**config.mk**
```make
export PLATFORM = sky130hd
export DESIGN_NAME = fuzzy_heater_power_controller_top
export DESIGN_NICKNAME = d
export VERILOG_FILES = /design/src/design/fhpc_pkg.sv /design/src/design/fhpc_divider.sv /design/src/design/fuzzy_heater_power_controller_top.sv
export SDC_FILE = /design/constraint.sdc
export NUM_CORES = 1
export LEC_CHECK = 0
export ABC_CLOCK_PERIOD_IN_PS = 12000
export BUFFER_PORTS_ARGS = -buffer_cell sky130_fd_sc_hd__buf_2
export CAP_MARGIN = 20
export CORE_ASPECT_RATIO = 1.4
export CORE_UTILIZATION = 30
export CTS_BUF_LIST = sky130_fd_sc_hd__clkbuf_8
export DETAILED_ROUTE_END_ITERATION = 10
export PLACE_DENSITY_LB_ADDON = 0.08
export REMOVE_ABC_BUFFERS = 1
export SYNTH_ARGS = -nofsm -noshare
export SYNTH_HDL_FRONTEND = slang
export SYNTH_HIERARCHICAL = 1
export SYNTH_SLANG_ARGS = --single-unit
```
**constraint.sdc**
```tcl
create_clock -name i_clk -period 12 [get_ports i_clk]
set_clock_uncertainty 0.2 [all_clocks]
set_input_delay 1.8 -clock i_clk [delete_from_list [all_inputs] [get_ports i_clk]]
set_output_delay 1.8 -clock i_clk [all_outputs]
set_load 0.03 [all_outputs]
```
**src/design/fhpc_pkg.sv**
```systemverilog
// Shared types, codes and constant tables for the fuzzy heater power controller.
// No dependencies; imported by fhpc_divider and the top level.
package fhpc_pkg;

    typedef enum logic [2:0] {
        ST_IDLE,
        ST_PREP,
        ST_DIV,
        ST_ACC,
        ST_MODE,
        ST_OUT
    } t_state;

    typedef enum logic [2:0] {
        MODE_IDLE      = 3'd0,
        MODE_BOOST     = 3'd1,
        MODE_CUT       = 3'd2,
        MODE_RECOVERED = 3'd4
    } t_mode;

    localparam logic [2:0] CFG_LIMIT_NO_FLOW  = 3'd0;
    localparam logic [2:0] CFG_LIMIT_LOW_FLOW = 3'd1;
    localparam logic [2:0] CFG_LIMIT_MID_FLOW = 3'd2;
    localparam logic [2:0] CFG_HOT_THRESHOLD  = 3'd3;

    localparam int NUM_W = 18;
    localparam int DSR_W = 18;

    typedef struct packed {
        logic              neg;
        logic [NUM_W-1:0]  mag;
        logic [DSR_W-1:0]  dsor;
    } t_fuzzy;

    typedef struct packed {
        logic start;
        logic done;
    } t_div_ctl;

    // Fuzzy step as numerator magnitude, sign and divisor 10000 * segment width, or 10000 at or past +-30.
    function automatic t_fuzzy fuzzy_num(input logic signed [11:0] e);
        t_fuzzy            r;
        logic signed [19:0] num;
        logic signed [15:0] lo_out;
        logic signed [15:0] hi_out;
        logic signed [6:0]  p_lo;
        logic signed [6:0]  p_hi;
        logic signed [6:0]  es;
        logic [DSR_W-1:0]   d;
        es     = e[6:0];
        lo_out = 16'sd0;
        hi_out = 16'sd0;
        p_lo   = 7'sd0;
        p_hi   = 7'sd0;
        d      = DSR_W'(10000);
        num    = 20'sd0;
        priority if (e <= -12'sd80 || e >= 12'sd80) begin
            num = signed'(20'(e)) * 20'sd100;
        end else if (e <= -12'sd30) begin
            num = -20'sd7500;
        end else if (e >= 12'sd30) begin
            num = 20'sd10000;
        end else begin
            priority if (e <= -12'sd15) begin
                lo_out = -16'sd7500; hi_out = -16'sd3500;
                p_lo = -7'sd30; p_hi = -7'sd15; d = DSR_W'(150000);
            end else if (e <= -12'sd5) begin
                lo_out = -16'sd3500; hi_out = -16'sd900;
                p_lo = -7'sd15; p_hi = -7'sd5; d = DSR_W'(100000);
            end else if (e <= 12'sd0) begin
                lo_out = -16'sd900; hi_out = 16'sd100;
                p_lo = -7'sd5; p_hi = 7'sd0; d = DSR_W'(50000);
            end else if (e <= 12'sd5) begin
                lo_out = 16'sd100; hi_out = 16'sd1000;
                p_lo = 7'sd0; p_hi = 7'sd5; d = DSR_W'(50000);
            end else if (e <= 12'sd15) begin
                lo_out = 16'sd1000; hi_out = 16'sd5000;
                p_lo = 7'sd5; p_hi = 7'sd15; d = DSR_W'(100000);
            end else begin
                lo_out = 16'sd5000; hi_out = 16'sd10000;
                p_lo = 7'sd15; p_hi = 7'sd30; d = DSR_W'(150000);
            end
            num = signed'(20'(lo_out)) * signed'(20'(p_hi - es))
                + signed'(20'(hi_out)) * signed'(20'(es - p_lo));
        end
        r.neg  = num[19];
        r.mag  = num[19] ? NUM_W'(-num) : NUM_W'(num);
        r.dsor = d;
        return r;
    endfunction

endpackage

```
**src/design/fhpc_divider.sv**
```systemverilog
// Restoring divider, one quotient bit per cycle.
// Depends on fhpc_pkg for the control struct.
module fhpc_divider
    import fhpc_pkg::*;
#(
    parameter int NW = 28,
    parameter int DW = 19
) (
    input  logic          i_clk,
    input  logic          i_rst_n,
    input  t_div_ctl      i_ctl,
    input  logic [NW-1:0] i_dividend,
    input  logic [DW-1:0] i_divisor,
    output t_div_ctl      o_ctl,
    output logic [NW-1:0] o_quotient
);
    localparam int CW = $clog2(NW);

    logic          r_busy;
    logic [CW-1:0] r_cnt;
    logic          r_done;
    logic [DW-1:0] r_rem;
    logic [NW-1:0] r_quo;
    logic [DW-1:0] r_dsor;
    logic [DW:0]   trial;
    logic          fits;

    assign trial = {r_rem, r_quo[NW-1]};
    assign fits  = trial >= {1'b0, r_dsor};

    always_ff @(posedge i_clk) begin
        if (!i_rst_n) begin
            r_busy <= 1'b0;
            r_done <= 1'b0;
            r_cnt  <= '0;
        end else begin
            r_done <= r_busy && (r_cnt == '0);
            if (i_ctl.start) begin
                r_busy <= 1'b1;
                r_cnt  <= CW'(NW - 1);
            end else if (r_busy) begin
                if (r_cnt == '0) begin
                    r_busy <= 1'b0;
                end else begin
                    r_cnt <= r_cnt - 1'b1;
                end
            end
        end
    end

    always_ff @(posedge i_clk) begin
        if (i_ctl.start) begin
            r_rem  <= '0;
            r_quo  <= i_dividend;
            r_dsor <= i_divisor;
        end else if (r_busy) begin
            r_rem <= fits ? DW'(trial - {1'b0, r_dsor}) : trial[DW-1:0];
            r_quo <= {r_quo[NW-2:0], fits};
        end
    end

    assign o_ctl.start = 1'b0;
    assign o_ctl.done  = r_done;
    assign o_quotient  = r_quo;
endmodule

```
**src/design/fuzzy_heater_power_controller_top.sv**
```systemverilog
// Top level: sequencer, controller state, limit path and output register.
// Depends on fhpc_pkg and fhpc_divider.
//
//  channel | direction | handshake                  | payload
//  input   | in        | i_in_valid / o_in_stall    | operation, error, flow, outlet, pump, warm
//  output  | out       | o_out_valid / i_out_stall  | heater_power, pump_step_down
//  config  | in        | i_cfg_valid / o_cfg_ready  | index, data
//
// An update tick steps IDLE, PREP, MODE, OUT; every fifth tick adds DIV and ACC after PREP,
// where the bit-serial divider converts the fuzzy step. Init steps IDLE, PREP, OUT.
// Synchronous active-low reset; no clearing pass. A finished word waits in the
// output register while the next word is accepted; a stalled output holds the
// sequencer in its last step.
module fuzzy_heater_power_controller_top
    import fhpc_pkg::*;
#(
    parameter int ACC_FRAC_BITS = 8
) (
    input  logic               i_clk,
    input  logic               i_rst_n,
    input  logic               i_in_valid,
    output logic               o_in_stall,
    input  logic               i_operation,
    input  logic signed [11:0] i_error,
    input  logic [2:0]         i_flow_level,
    input  logic signed [11:0] i_outlet_temp,
    input  logic [3:0]         i_pump_level,
    input  logic               i_outlet_above_setpoint,
    output logic               o_out_valid,
    input  logic               i_out_stall,
    output logic [7:0]         o_heater_power,
    output logic               o_pump_step_down,
    input  logic               i_cfg_valid,
    output logic               o_cfg_ready,
    input  logic [2:0]         i_cfg_index,
    input  logic [11:0]        i_cfg_data
);
    localparam int F   = ACC_FRAC_BITS;
    localparam int AW  = 8 + F;
    localparam int NDW = 20 + F;
    localparam int DVW = DSR_W + 1;
    localparam int SW  = NDW + 2;
    localparam logic [AW-1:0] FX_MAX = {8'd255, {F{1'b0}}};
    localparam logic [AW-1:0] FX_207 = {8'd207, {F{1'b0}}};
    localparam logic [AW-1:0] FX_192 = {8'd192, {F{1'b0}}};
    localparam logic [AW-1:0] FX_128 = {8'd128, {F{1'b0}}};
    localparam logic [AW-1:0] FX_96  = {8'd96, {F{1'b0}}};
    localparam logic [AW-1:0] FX_48  = {8'd48, {F{1'b0}}};

    t_state r_state, n_state;

    logic [7:0]         r_lim_no, r_lim_low, r_lim_mid;
    logic signed [11:0] r_hot;

    logic               r_op, r_warm;
    logic signed [11:0] r_err;
    logic [2:0]         r_flow;
    logic signed [11:0] r_outlet;
    logic [3:0]         r_pump;

    logic [2:0]  r_tick, n_tick;
    logic [7:0]  r_sat, n_sat;
    t_mode       r_mode, n_mode;
    logic [7:0]  r_gain, n_gain;
    logic [7:0]  r_last, n_last;
    logic [AW-1:0] r_acc, n_acc;
    logic [7:0]  r_lim, n_lim;
    logic [7:0]  r_val, n_val;
    logic        r_neg, n_neg;
    logic        r_out_valid, n_out_valid;
    logic [7:0]  r_power, n_power;
    logic        r_step, n_step;

    t_fuzzy        fz;
    t_div_ctl      div_in, div_out;
    logic [NDW-1:0] quotient;
    logic          accept, out_free, fuzzy_tick;
    logic [2:0]    tick_inc;

    assign accept   = i_in_valid && !o_in_stall;
    assign out_free = !r_out_valid || !i_out_stall;
    assign tick_inc = r_tick + 3'd1;
    assign fuzzy_tick = tick_inc >= 3'd5;
    assign fz = fuzzy_num(r_err);

    assign div_in.start = (r_state == ST_PREP) && !r_op && fuzzy_tick;
    assign div_in.done  = 1'b0;

    fhpc_divider #(
        .NW (NDW),
        .DW (DVW)
    ) u_div (
        .i_clk      (i_clk),
        .i_rst_n    (i_rst_n),
        .i_ctl      (div_in),
        .i_dividend (NDW'({fz.mag, {F{1'b0}}, 1'b0}) + NDW'(fz.dsor)),
        .i_divisor  ({fz.dsor, 1'b0}),
        .o_ctl      (div_out),
        .o_quotient (quotient)
    );

    always_ff @(posedge i_clk) begin
        if (!i_rst_n) begin
            r_lim_no  <= 8'd0;
            r_lim_low <= 8'd144;
            r_lim_mid <= 8'd254;
            r_hot     <= 12'sd600;
        end else if (i_cfg_valid && o_cfg_ready) begin
            unique case (i_cfg_index)
                CFG_LIMIT_NO_FLOW:  r_lim_no  <= i_cfg_data[7:0];
                CFG_LIMIT_LOW_FLOW: r_lim_low <= i_cfg_data[7:0];
                CFG_LIMIT_MID_FLOW: r_lim_mid <= i_cfg_data[7:0];
                CFG_HOT_THRESHOLD:  r_hot     <= i_cfg_data;
                default: ;
            endcase
        end
    end

    always_ff @(posedge i_clk) begin
        if (accept) begin
            r_op     <= i_operation;
            r_err    <= i_error;
            r_flow   <= i_flow_level;
            r_outlet <= i_outlet_temp;
            r_pump   <= i_pump_level;
            r_warm   <= i_outlet_above_setpoint;
        end
        r_lim   <= n_lim;
        r_val   <= n_val;
        r_neg   <= n_neg;
        r_power <= n_power;
        r_step  <= n_step;
    end

    always_ff @(posedge i_clk) begin
        if (!i_rst_n) begin
            r_state     <= ST_IDLE;
            r_tick      <= 3'd0;
            r_sat       <= 8'd0;
            r_mode      <= MODE_IDLE;
            r_gain      <= 8'd128;
            r_last      <= 8'd0;
            r_acc       <= '0;
            r_out_valid <= 1'b0;
        end else begin
            r_state     <= n_state;
            r_tick      <= n_tick;
            r_sat       <= n_sat;
            r_mode      <= n_mode;
            r_gain      <= n_gain;
            r_last      <= n_last;
            r_acc       <= n_acc;
            r_out_valid <= n_out_valid;
        end
    end

    always_comb begin
        n_state = r_state;
        unique case (r_state)
            ST_IDLE: if (accept) n_state = ST_PREP;
            ST_PREP: begin
                priority if (r_op)     n_state = ST_OUT;
                else if (fuzzy_tick)   n_state = ST_DIV;
                else                   n_state = ST_MODE;
            end
            ST_DIV:  if (div_out.done) n_state = ST_ACC;
            ST_ACC:  n_state = ST_MODE;
            ST_MODE: n_state = ST_OUT;
            ST_OUT:  if (out_free) n_state = ST_IDLE;
            default: n_state = ST_IDLE;
        endcase
    end

    always_comb begin
        logic signed [16:0] chg;
        logic signed [17:0] lim_sum;
        logic [7:0]         base;
        logic signed [SW-1:0] acc_sum;
        logic [AW:0]        gsum;
        logic [AW-1:0]      gain_fx;
        logic [AW-1:0]      acc_m;
        logic [7:0]         sat_inc;
        n_tick      = r_tick;
        n_sat       = r_sat;
        n_mode      = r_mode;
        n_gain      = r_gain;
        n_last      = r_last;
        n_acc       = r_acc;
        n_lim       = r_lim;
        n_val       = r_val;
        n_neg       = r_neg;
        n_power     = r_power;
        n_step      = r_step;
        n_out_valid = r_out_valid && i_out_stall;
        chg         = 17'sd5 * (17'(r_err) - 17'(signed'(r_last)));
        base = 8'd255;
        if (r_flow == 3'd0) begin
            base = r_lim_no;
        end else if (r_flow < 3'd3 && r_outlet > r_hot) begin
            base = (r_flow == 3'd1) ? r_lim_low : r_lim_mid;
        end
        lim_sum = 18'(signed'({1'b0, base})) + 18'(chg);
        acc_sum = r_neg ? SW'(r_acc) - SW'(quotient) : SW'(r_acc) + SW'(quotient);
        gain_fx = {r_gain, {F{1'b0}}};
        acc_m   = r_acc;
        gsum    = {1'b0, r_acc} + {1'b0, gain_fx};
        sat_inc = r_sat + 8'd1;
        unique case (r_state)
            ST_PREP: begin
                if (r_op) begin
                    n_tick = 3'd0;
                    n_sat  = 8'd0;
                    n_mode = MODE_IDLE;
                    n_last = 8'd0;
                    n_gain = r_warm ? 8'd16 : 8'd128;
                    n_acc  = r_warm ? FX_128 : '0;
                    n_val  = 8'd0;
                    n_lim  = 8'd0;
                end else begin
                    n_last = r_err[7:0];
                    n_neg  = fz.neg;
                    n_tick = fuzzy_tick ? 3'd0 : tick_inc;
                    priority if (lim_sum > 18'sd255) n_lim = 8'd255;
                    else if (lim_sum < 18'sd0)       n_lim = 8'd0;
                    else                             n_lim = lim_sum[7:0];
                end
            end
            ST_ACC: begin
                priority if (acc_sum < 0)            n_acc = '0;
                else if (acc_sum > SW'(FX_MAX))      n_acc = FX_MAX;
                else                                 n_acc = acc_sum[AW-1:0];
            end
            ST_MODE: begin
                priority if (r_err > 12'sd50) begin
                    if (r_mode != MODE_BOOST) begin
                        n_mode = MODE_BOOST;
                        if (r_acc < FX_192) begin
                            acc_m = (gsum > {1'b0, FX_MAX}) ? FX_MAX : gsum[AW-1:0];
                        end
                    end
                    n_val = (r_err > 12'sd150 || acc_m > FX_207) ? 8'd255
                          : acc_m[AW-1:F] + 8'd48;
                end else if (r_err < -12'sd50) begin
                    if (r_mode != MODE_CUT) begin
                        n_mode = MODE_CUT;
                        if (r_acc > FX_96) begin
                            acc_m = (r_acc > gain_fx) ? r_acc - gain_fx : '0;
                        end
                    end
                    n_val = (r_err < -12'sd150 || acc_m < FX_48) ? 8'd0
                          : acc_m[AW-1:F] - 8'd48;
                end else begin
                    if (r_mode == MODE_BOOST || r_mode == MODE_CUT) begin
                        n_mode = MODE_RECOVERED;
                        n_gain = {1'b0, r_gain[7:1]};
                    end
                    n_val = r_acc[AW-1:F];
                end
                n_acc = acc_m;
            end
            ST_OUT: begin
                if (out_free) begin
                    n_out_valid = 1'b1;
                    n_step      = 1'b0;
                    n_power     = (r_val < r_lim) ? r_val : r_lim;
                    if (!r_op) begin
                        if (r_val == 8'd255) begin
                            n_sat = sat_inc;
                            if (sat_inc == 8'd0 && r_pump > 4'd2) begin
                                n_step = 1'b1;
                                n_acc  = FX_192;
                                n_gain = 8'd32;
                            end
                        end else if (r_sat > 8'd0) begin
                            n_sat = r_sat - 8'd1;
                        end
                    end
                end
            end
            default: ;
        endcase
    end

    assign o_in_stall       = (r_state != ST_IDLE);
    assign o_cfg_ready      = 1'b1;
    assign o_out_valid      = r_out_valid;
    assign o_heater_power   = r_power;
    assign o_pump_step_down = r_step;
endmodule

```
**Yosys cells after proc, flatten, opt, wreduce, memory -nomap -nowiden**

Index checks and enable logic that the tools add are counted.

- Reductions and logical operators: 43
- $lt $le $gt $ge: 30
- $add $sub $neg: 18
- Equal/unequal tests: 30
- $mul: 4
- Bitwise operators: 4
- Mux-type cells: 122

Operators with widths:

| kind | count |
|---|---|
| $mux 16 | 32 |
| $mux 8 | 25 |
| $mux 18 | 9 |
| $mux 7 | 11 |
| $pmux 16 s4 | 1 |
| $mux 20 | 3 |
| $mux 28 | 2 |
| $mux 14 | 3 |
| $mul 16x8->20 | 2 |
| $mux 3 | 13 |
| $pmux 8 s2 | 2 |
| $gt 30x16->1 const B | 1 |
| $lt 30x1->1 const B | 1 |
| $mux 30 | 1 |
| $mux 5 | 6 |
| $add 16x28->29 | 1 |
| $sub 16x28->29 | 1 |
| $add 27x18->28 | 1 |
| $mux 13 | 2 |
| $le 12x4->1 const B | 2 |
| $le 12x5->1 const B | 2 |
| $pmux 8 s3 | 1 |
| $add 20x20->20 | 1 |
| $ge 20x19->1 | 1 |
| other kinds (69) | 127 |

- Bits of input ports: 53
- Logic and storage cells: 281
- Output and inout bits: 12
- Bits in registers: 217

**Depth between registers and ports, before layout**

Gate-level depths: netlist of the first run.

- Word-level depth: 19
- Gate-level depth with buffers: 54
- Gate-level depth less buffers: 52

**By module**

The synthesis of the first run kept the hierarchy.

Modules (own cells, without submodules):

| module | instances | seq. area each (um2) | area each (um2) | cells an instance |
|---|---|---|---|---|
| fuzzy_heater_power_controller_top | 1 | 3,493.4 | 21,987.3 | 2,688 |
| fhpc_divider | 1 | 1,931.9 | 3,921.3 | 361 |

**Worst setup path after synthesis of the first run**

Ideal clock, no wire load.

- Kind: reg2reg
- From: register r_err[1]
- To: register u_div.r_quo[23] (netlist: u_div/o_quotient[23]), data pin
- Data required time: 11,540 ps
- Clock period less this slack: 12,251 ps
- Path buffers: 2
- Cell stages (with the launch flop): 51
- Arrival time: 11,791 ps
- Slack: -251 ps
- Setup time: 260 ps
- Cell sequence: edfxtp_1 inv_1 ha_1 nand2b_1 a211oi_1 a311o_2 inv_2 nor2_1 clkinv_1 ha_1 nor2b_1 o31a_1 o211a_1 a2111oi_0 clkbuf_1 nand2b_1 fa_1 fa_1 [... 15 more ...] nand2_1 a21o_1 buf_4 nor2_1 xnor2_1 ha_1 a21oi_1 nor2_1 nor2_1 o21bai_1 a21oi_1 inv_1 a21oi_1 nor3_4 o21ai_2 o21ai_1 xor2_1 mux2_2

- Cells in the longest elaborated chain, start to end: 19
- Elaborated cells on any way between the ends: 63
- Classes of those cells: add/sub: 5; mul: 3; order compare: 9; mux: 45; reduce/logical: 1

Ends and longest elaborated chain:

| item | RTL line | text |
|---|---|---|
| from (decl) | fuzzy_heater_power_controller_top.sv:56 | `logic signed [11:0] r_err;` |
| from (signal assigned) | fuzzy_heater_power_controller_top.sv:122 | `r_err <= i_error;` |
| $le 12x5->1 | fhpc_pkg.sv:76 | `end else if (e <= 12'sd15) begin` |
| $mux 5 / $mux 4 (equally long branches) | fhpc_pkg.sv:76 |  |
| $mux 5 / $mux 4 (equally long branches) | fhpc_pkg.sv:73 | `end else if (e <= 12'sd5) begin` |
| $mux 5 / $mux 7 (equally long branches) | fhpc_pkg.sv:70 | `end else if (e <= 12'sd0) begin` |
| $mux 7 | fhpc_pkg.sv:67 | `end else if (e <= -12'sd5) begin` |
| $mux 7 | fhpc_pkg.sv:64 | `priority if (e <= -12'sd15) begin` |
| $mux 7 | fhpc_pkg.sv:61 | `end else if (e >= 12'sd30) begin` |
| $mux 7 | fhpc_pkg.sv:59 | `end else if (e <= -12'sd30) begin` |
| [... 3 more ...] | n/a |  |
| $add 20x20->20 | fhpc_pkg.sv:84 | `+ signed'(20'(hi_out)) * signed'(20'(es - p_lo));` |
| $mux 20 | fhpc_pkg.sv:61 |  |
| $mux 20 | fhpc_pkg.sv:59 |  |
| $mux 20 | fhpc_pkg.sv:57 | `priority if (e <= -12'sd80 \|\| e >= 12'sd80) begin` |
| $neg 18->18 | fhpc_pkg.sv:87 | `r.mag = num[19] ? NUM_W'(-num) : NUM_W'(num);` |
| $mux 18 | fhpc_pkg.sv:87 |  |
| $add 27x18->28 (*) | fuzzy_heater_power_controller_top.sv:96 | `.i_dividend (NDW'({fz.mag, {F{1'b0}}, 1'b0}) + NDW'(fz.dsor)),` |
| $mux 28 (*) | fhpc_divider.sv:52 | `if (i_ctl.start) begin` |
| to (signal assigned) | fhpc_divider.sv:54 | `r_quo <= i_dividend;` |
| to (signal assigned) | fhpc_divider.sv:58 | `r_quo <= {r_quo[NW-2:0], fits};` |
| to (decl) | fhpc_divider.sv:23 | `logic [NW-1:0] r_quo;` |

Every way passes the cells marked *; elsewhere a longest branch is shown, timed or not. The select of a mux whose other input is x is not followed.
A chain may end at the register's enable or synchronous reset.

**Worst setup path in the final report of the first run**

- From: register r_err[4]
- To: register u_div.r_quo[20] (netlist: u_div/o_quotient[20]), data pin

Same word-level chain as after synthesis.

==> results of run 1 <==
## layer usage
metal  track usage, %  share of wire [%]
met1             22.0                 42
met2             34.8                 51
met3             2.25                3.5
met4             6.65                3.4
met5                0                  0
## stage by stage
stage	hold slack [ns]	setup TNS (ns)	cell area [um^2]	cells	setup slack [ns]
finish	0.259	0	29600	4357	0.481
global route	0.278	-0.00757	29600	4357	-0.00597
CTS	0.261	0	29200	4334	0.00382
detailed placement	0.252	-0.673	28200	4250	-0.159
global placement	0.249	-0.00172	28200	4249	-0.00172
floorplan	0.238	-20.19	25500	2964	-1.80
## path summary, 6_finish.rpt
kind | end | cells past startpoint
max | u_div/o_quotient[20] | 44
min | r_lim_no[4] | 2
max reg2reg | u_div/o_quotient[20] | 44
min reg2reg | r_lim_no[4] | 2
## cell type report
type	instances	area share (%)
Antenna cell	1	0.00847
Clock buffer	54	2.51
Clock inverter	26	0.635
Inverter	463	5.88
Multi-Input combinational cell	2283	62.9
Sequential cell	218	18.4
Tap cell	1096	4.64
Timing Repair Buffer	216	5.04
## repair_timing
action	in CTS	in global routing
pin swaps	1	17
cloned	0	1
setup buffers	4	21
resized for setup	9	53
endpoints found under the setup margin	8	11
endpoints found under the hold margin	0	0
## sequential cells by signal (all words and copies together), names as in the netlist, 5 cells and up
signal,flops
o_heater_power,8
r_acc,16
r_err,12
r_gain,8
r_hot,12
r_last,8
r_lim,8
r_lim_low,8
r_lim_mid,8
r_lim_no,8
r_outlet,12
r_sat,8
r_val,8
u_div/o_quotient,28
u_div/r_cnt,5
u_div/r_dsor,19
u_div/r_rem,19
## critical path, delay by kind of cell (launching register included)
family / cells / cell delay [ns]
simple gates: 8 / 1.24
xor+xnor: 4 / 0.76
compound gates: 14 / 3.43
buf+inv: 7 / 0.69
mux: 1 / 0.26
flops: 1 / 0.48
fa+ha+maj: 10 / 4.17
## cells in the final DEF (no fill, tap or decap), types with 54 or more instances in the layout
cell / n
a21oi_1: 170
nor3_1: 67
nor2_1: 227
buf_2: 64
edfxtp_1: 106
ha_1: 279
nand3_1: 62
dfxtp_1: 112
clkbuf_8: 54
xnor2_1: 107
inv_1: 467
fa_1: 197
nand2_1: 283
o21ai_0: 120
buf_4: 149
==> impl_results.md, run 1 <==
* Outcome: completed
* Grt total ovfl at 0
* Worst slew pin tran at approximately 1 ns
* Vias in the first global route at ~23000
* Worst path required time at about 12 ns
* Clock Root Buffer: clkbuf_8
* Final count of pins violating max slew at 0
* # setup viols final at 0
* Most used cell, CP: fa_1
* Arrival time at the worst endpoint at around 12 ns
* Max_slew headroom at between 30% and 40%
* Fin util at between 30 and 40%
* Dpl hpwl at approximately 66000 um
* Hold buffers post-CTS at 0
* Multi-input logic area at between 0.015 and 0.02 mm^2
* Die height at around 350 um
* DRT antenna net count at 0
* CTS Buffer Depth at 3
* CP startpoint: r_err[4]
* Final WL at 81800 um
* Syn Area/Cell at 8.50 um^2
* Synthesis warning total at 6
* Total core area at roughly 0.085 mm^2
* Port buffer count at 63
* FF-to-FF Start: r_err[4]
* Worst-path clk slew at roughly 0.06 ns
* Rows at around 130
* Crit Path Max Fanout at 9
* Area of the die at 0.0875 mm^2
* DR pass1 iterations at 5
* Worst min-delay path class: reg2reg
* Initial antenna violation count at 5
* Clock tree sinks at about 220
* Vias at ~22000
* Max_cap viols at 0
* Area occupied by registers at around 0.0054 mm^2
* CTS tree: done
* First-pass GRT wire length at ~130000 um
* Gr usage total at a little under a fifth
* Via-per-instance ratio at ~5.0
* Startpoint Class: flip-flop
* Setup crit end kind: flip-flop
* Crit path largest cell delay at 0.55 ns
* Fin crit share at 96.0%
* Setup CP Type: reg2reg
* Filler Cells Inserted at between 9000 and 10000
* Die Wd at between 200 and 300 um
* R2r setup slk at approximately 0.48 ns
* Area Growth Syn to Fin at 14.1%
* DRC at 0
* Tmin final at 11.52 ns
* HP Start: r_lim_no[4]
* # nets final at 3762
* Largest net degree at the start of global routing at 61
* Htree depth at 2
* Total CTS buffers at 43
* Routed wire per std cell at between 15 and 20 um
* Final GP Congestion at 0.883
* Initial Util at between 30% and 40%
* First DRT Iteration DRCs at roughly 1200
* Clk_lat worst skew at 0.64 ns
* Critical Path Slowest Stage Cell: fa_1
* Hold Violations, Final at 0
* Post-Syn Area at 0.0259 mm^2
* Share of cells above drive strength 1 at 12.7%
* IO Count at 65
* Maximum clock frequency at approximately 87 MHz
* Mapped Cells at ~3000
Power of run 1 is not shown: default switching activity piles up to over one toggle a cycle in this logic, so the estimate is an artifact.
==> run 2: changes to the inputs <==
--- a/config.mk
+++ b/config.mk
@@ -7,8 +7,7 @@
 export LEC_CHECK = 0
 export ABC_CLOCK_PERIOD_IN_PS = 12000
 export BUFFER_PORTS_ARGS = -buffer_cell sky130_fd_sc_hd__buf_2
-export CAP_MARGIN = 20
-export CORE_ASPECT_RATIO = 1.4
+export CAP_MARGIN = 15
 export CORE_UTILIZATION = 30
 export CTS_BUF_LIST = sky130_fd_sc_hd__clkbuf_8
 export DETAILED_ROUTE_END_ITERATION = 10
==> impl_results.md, run 2 (same netlist as run 1, synthesis figures left out) <==
* Tmin final at 11.58 ns (+0.0660 ns)
* Vias in the first global route at 22039 (-4.3%)
* Startpoint Class: flip-flop
* Max_slew headroom at 28.4% (-4.6 points)
* DRT antenna net count at 0 (unchanged)
* CP top delay family: adder cells
* Worst path required time at 12.18 ns (+0.02 ns)
* CTS Buffer Depth at 3 (unchanged)
* Fin crit share at 96.5% (+0.55 points)
* Final GP Congestion at 0.878 (-0.62%)
* Setup CP Type: reg2reg
* Area Growth Syn to Fin at 13.9%
* Commonest non-fill, non-tap cell in the layout: inv_1
* Die Wd at 296 um (+18%)
* Dpl hpwl at 64300 um (-2.5%)
* Rows at 107 (-16%)
* Clk_lat worst skew at 0.63 ns (about the same)
* Arrival time at the worst endpoint at 11.76 ns (+0.08 ns)
* Setup WS post-layout at 0.415 ns (-0.0660 ns)
* DR pass1 iterations at 6 (+1)
* Most frequent cells in the layout: inv_1, nand2_1, ha_1, nor2_1, fa_1
* Grt total ovfl at 0 (unchanged)
* IO Count at 65 (unchanged)
* Clock tree sinks at 218 (unchanged)
* Worst slew pin tran at 1.07 ns (+0.0725 ns)
* Outcome: completed
* # setup viols final at 0 (unchanged)
* Die height at 296 um (-15%)
* Dpl ws at -0.318 ns (-0.160 ns)
* Max FFs per register at 28 (unchanged)
* Worst min-delay path class: reg2reg
* Total CTS buffers at 44 (+2.3%)
* Port buffer count at 63 (unchanged)
* Routed wire per std cell at 18.1 um (-3.3%)
* Crit Path Max Fanout at 8 (-1)
* First-pass GRT wire length at 126000 um (-1.9%)
* Clock Root Buffer: clkbuf_8
* # nets final at 3751 (-0.29%)
* Hold Violations, Final at 0 (unchanged)
* Maximum clock frequency at 86.3 MHz (-0.57%)
* Initial Util at 30.4% (+0.074 points)
* Via-per-instance ratio at 4.93 (-1.5%)
* Hold_ws at 0.260 ns (+0.000992 ns)
* Vias at 21650 (-0.65%)
* Htree depth at 2 (unchanged)
* Critical Path Slowest Stage Cell: fa_1
* Crit path largest cell delay at 0.55 ns (about the same)
* DRC at 0 (unchanged)
* Initial antenna violation count at 2 (-3)
* Worst-path clk slew at 0.06 ns (about the same)
* Setup crit end kind: flip-flop
* Share of cells above drive strength 1 at 12.8% (+0.070 points)
* Area of the die at 0.0875 mm^2 (about the same)
* Final WL at 79800 um (-2.4%)
* Final count of pins violating max slew at 0 (unchanged)
* CTS tree: done
* First DRT Iteration DRCs at 1277 (+7.9%)
* Gr usage total at 18.3% (-0.43 points)
* Most used cell, CP: fa_1
* Total core area at 0.0853 mm^2 (-0.24%)
* Crit path buf inv count at 10 (+3)
* Largest net degree at the start of global routing at 54 (-11%)
* Max_cap viols at 0 (unchanged)
## run 2: cell type report
class	instances	area [um^2]
Tap cell	1144	1430
Inverter	463	1740
Clock buffer	52	716
Fill cell	8973	55800
Multi-Input combinational cell	2283	18600
Timing Repair Buffer	204	1380
Sequential cell	218	5430
Clock inverter	30	173
Antenna cell	1	2.50
## run 2: path summary, 6_finish.rpt
path / start / endpoint / slack, ns / depth (start not counted)
setup / recovery: r_err[8] / u_div/o_quotient[26] / 0.42 / 48
hold / removal: r_lim_no[4] / r_lim_no[4] / 0.26 / 2
setup reg to reg: r_err[8] / u_div/o_quotient[26] / 0.42 / 48
hold reg to reg: r_lim_no[4] / r_lim_no[4] / 0.26 / 2
## run 2: repair_timing
action,CTS,global route
hold buffers,0,0
resized for setup,2,71
endpoints found under the setup margin,10,11
gates cloned,0,1
pin swaps,0,33
buffers inserted,0,15
## run 2: per-stage QoR
| stage | setup TNS [ns] | cell area [um^2] | cells | util [%] |
|---|---|---|---|---|
| 3_3_place_gp | -1.03 | 28200 | 4296 | 33.1 |
| 4_1_cts | 0 | 29100 | 4378 | 34.2 |
| 3_5_place_dp | -2.02 | 28200 | 4296 | 33.1 |
| 6_report | 0 | 29500 | 4395 | 34.6 |
| 2_1_floorplan | -20.19 | 25500 | 2964 | - |
| 5_1_grt | -0.113 | 29500 | 4395 | 34.6 |
## run 2: metal layers
| layer | track usage (%) | routed length [um] | part of all wire, % |
|---|---|---|---|
| met1 | 26.1 | 39700 | 50 |
| met2 | 29.8 | 36000 | 45 |
| met3 | 2.07 | 2740 | 3.4 |
| met4 | 3.79 | 1330 | 1.7 |
| met5 | 0 | 0 | 0 |
## run 2: worst min-delay path: stages (launching register included)
cell and delay (ns):
dfxtp_1 0.30, nand2_1 0.04, a21boi_0 0.06
Power of run 2 is left out for the same reason.
==> run 3: changes to the inputs <==
--- a/config.mk
+++ b/config.mk
@@ -5,6 +5,7 @@
 export SDC_FILE = /design/constraint.sdc
 export NUM_CORES = 1
 export LEC_CHECK = 0
+export ABC_AREA = 1
 export ABC_CLOCK_PERIOD_IN_PS = 12000
 export BUFFER_PORTS_ARGS = -buffer_cell sky130_fd_sc_hd__buf_2
 export CAP_MARGIN = 15
==> constraint.sdc (replaced) <==
create_clock -name i_clk -period 12 [get_ports i_clk]
set_clock_uncertainty 0.2 [all_clocks]
set_input_delay 3.6 -clock i_clk [delete_from_list [all_inputs] [get_ports i_clk]]
set_output_delay 3.6 -clock i_clk [all_outputs]
set_load 0.03 [all_outputs]
==> impl_results.md, run 3 <==
* Crit Path Max Fanout at 16 (+8)
* DR pass1 iterations at 6 (unchanged)
* Hold Violations, Final at 0 (unchanged)
* Most used cell, CP: nand2_1
* First-pass GRT wire length at 133000 um (+5.5%)
* Worst-path clk slew at 0.06 ns (about the same)
* # nets final at 4383 (+17%)
* Area Growth Syn to Fin at 12.0%
* Clk_lat worst skew at 0.63 ns (about the same)
* Grt total ovfl at 0 (unchanged)
* Htree depth at 2 (unchanged)
* Initial antenna violation count at 1 (-1)
* Port buffer count at 63 (unchanged)
* Commonest non-fill, non-tap cell in the layout: nand2_1
* Total core area at 0.0884 mm^2 (+3.6%)
* Most frequent cells in the layout: nand2_1, inv_1, nor2_1, ha_1, a21oi_1
* Setup crit end kind: flip-flop
* Via-per-instance ratio at 4.61 (-6.4%)
* CP top delay family: adder cells
* Outcome: completed
* Routed wire per std cell at 16.4 um (-9.4%)
* Syn Area/Cell at 7.21 um^2 (-15%)
* Mapped Cells at 3706 (+22%)
* Final WL at 83000 um (+4.0%)
* CTS Buffer Depth at 3 (unchanged)
* RSZ-0062 raised after global routing: false
* Vias in the first global route at 23555 (+6.9%)
* CTS tree: done
* First DRT Iteration DRCs at 1170 (-8.4%)
* Startpoint Class: flip-flop
* Post-Syn Area at 0.0267 mm^2 (+3.2%)
* Arrival time at the worst endpoint at 11.30 ns (-0.46 ns)
* Worst slew pin tran at 1.13 ns (+0.0545 ns)
* Dpl hpwl at 67700 um (+5.2%)
* Total CTS buffers at 45 (+2.3%)
* DRC at 0 (unchanged)
* Vias at 23262 (+7.4%)
* Rows at 109 (+1.9%)
* Max_cap viols at 0 (unchanged)
* Initial Util at 30.2% (-0.13 points)
* Share of cells above drive strength 1 at 8.86% (-3.9 points)
* Final GP Congestion at 0.896 (+2.1%)
* Synthesis warning total at 6 (unchanged)
* Crit path buf inv count at 11 (+1)
* Gr usage total at 18.7% (+0.32 points)
* Clock Root Buffer: clkbuf_8
* Fin crit share at 93.0% (-3.6 points)
* Clock tree sinks at 218 (unchanged)
* Die height at 300 um (+1.6%)
* Die Wd at 300 um (+1.6%)
* # setup viols final at 0 (unchanged)
* Worst path required time at 12.15 ns (-0.03 ns)
* Filler Cells Inserted at 9780 (+9.0%)
* Final count of pins violating max slew at 0 (unchanged)
* Max_slew headroom at 24.5% (-3.9 points)
* Crit path largest cell delay at 0.55 ns (about the same)
* DRT antenna net count at 0 (unchanged)
* IO Count at 65 (unchanged)
* Tmin final at 11.16 ns (-0.429 ns)
* Setup CP Type: reg2reg
* Area of the die at 0.0903 mm^2 (+3.2%)
* Worst min-delay path class: reg2reg
* Max FFs per register at 28 (unchanged)
* Final TNS setup at 0 ns (unchanged)
* Largest net degree at the start of global routing at 54 (unchanged)
* Critical Path Slowest Stage Cell: fa_1
* Maximum clock frequency at 89.6 MHz (+3.8%)
==> run 3: path summary, 6_finish.rpt <==
path	startpoint	slack, ns	depth (start not counted)	end
max	r_err[9]	0.84	64	u_div/o_quotient[23]
min	r_lim_no[7]	0.25	2	r_lim_no[7]
max reg2reg	r_err[9]	0.84	64	u_div/o_quotient[23]
min reg2reg	r_lim_no[7]	0.25	2	r_lim_no[7]
==> run 3: through the flow <==
step | utilization [%] | cell area (um^2) | instances | setup WS [ns] | hold slack (ns)
after floorplan | - | 26500 | 3650 | 0.487 | 0.223
after global placement | 32.5 | 28700 | 4944 | 0.561 | 0.237
after detailed placement | 32.5 | 28800 | 4945 | 0.495 | 0.239
final | 33.9 | 29900 | 5047 | 0.844 | 0.247
after CTS | 33.6 | 29700 | 5027 | 0.395 | 0.250
after global routing | 33.9 | 29900 | 5047 | 0.0132 | 0.271
==> run 3: final cells by class <==
class	instances	area [um^2]	share of cell area [%]
Multi-Input combinational cell	2630	18100	60.6
Sequential cell	218	5430	18.1
Inverter	802	3020	10.1
Tap cell	1165	1460	4.87
Timing Repair Buffer	149	986	3.29
Clock buffer	52	716	2.39
Clock inverter	30	190	0.635
Antenna cell	1	2.50	0.00836
==> run 3: routing by layer <==
| metal | vias to the layer above | part of all wire [%] | track usage, % |
|---|---|---|---|
| met4 | 0 | 1.7 | 3.83 |
| met3 | 77 | 3.1 | 1.90 |
| li1 | 11958 | - | - |
| met2 | 354 | 45 | 30.7 |
| met5 | - | 0 | 0 |
| met1 | 10873 | 50 | 26.4 |
==> run 3: worst reg2reg max path: cells and delay by family, from the launching register on <==
kind	cells	cell delay, ns
compound gates	8	1.27
flops	1	0.47
simple gates	32	3.27
buf+inv	11	0.89
xor+xnor	3	0.52
fa+ha+maj	10	4.27
==> run 3: what timing repair did <==
item | in CTS | in global routing
setup endpoints to repair | 0 | 12
hold buffers | 0 | 0
resized for setup | 0 | 40
setup buffers | 0 | 19
Power of run 3 is left out for the same reason.
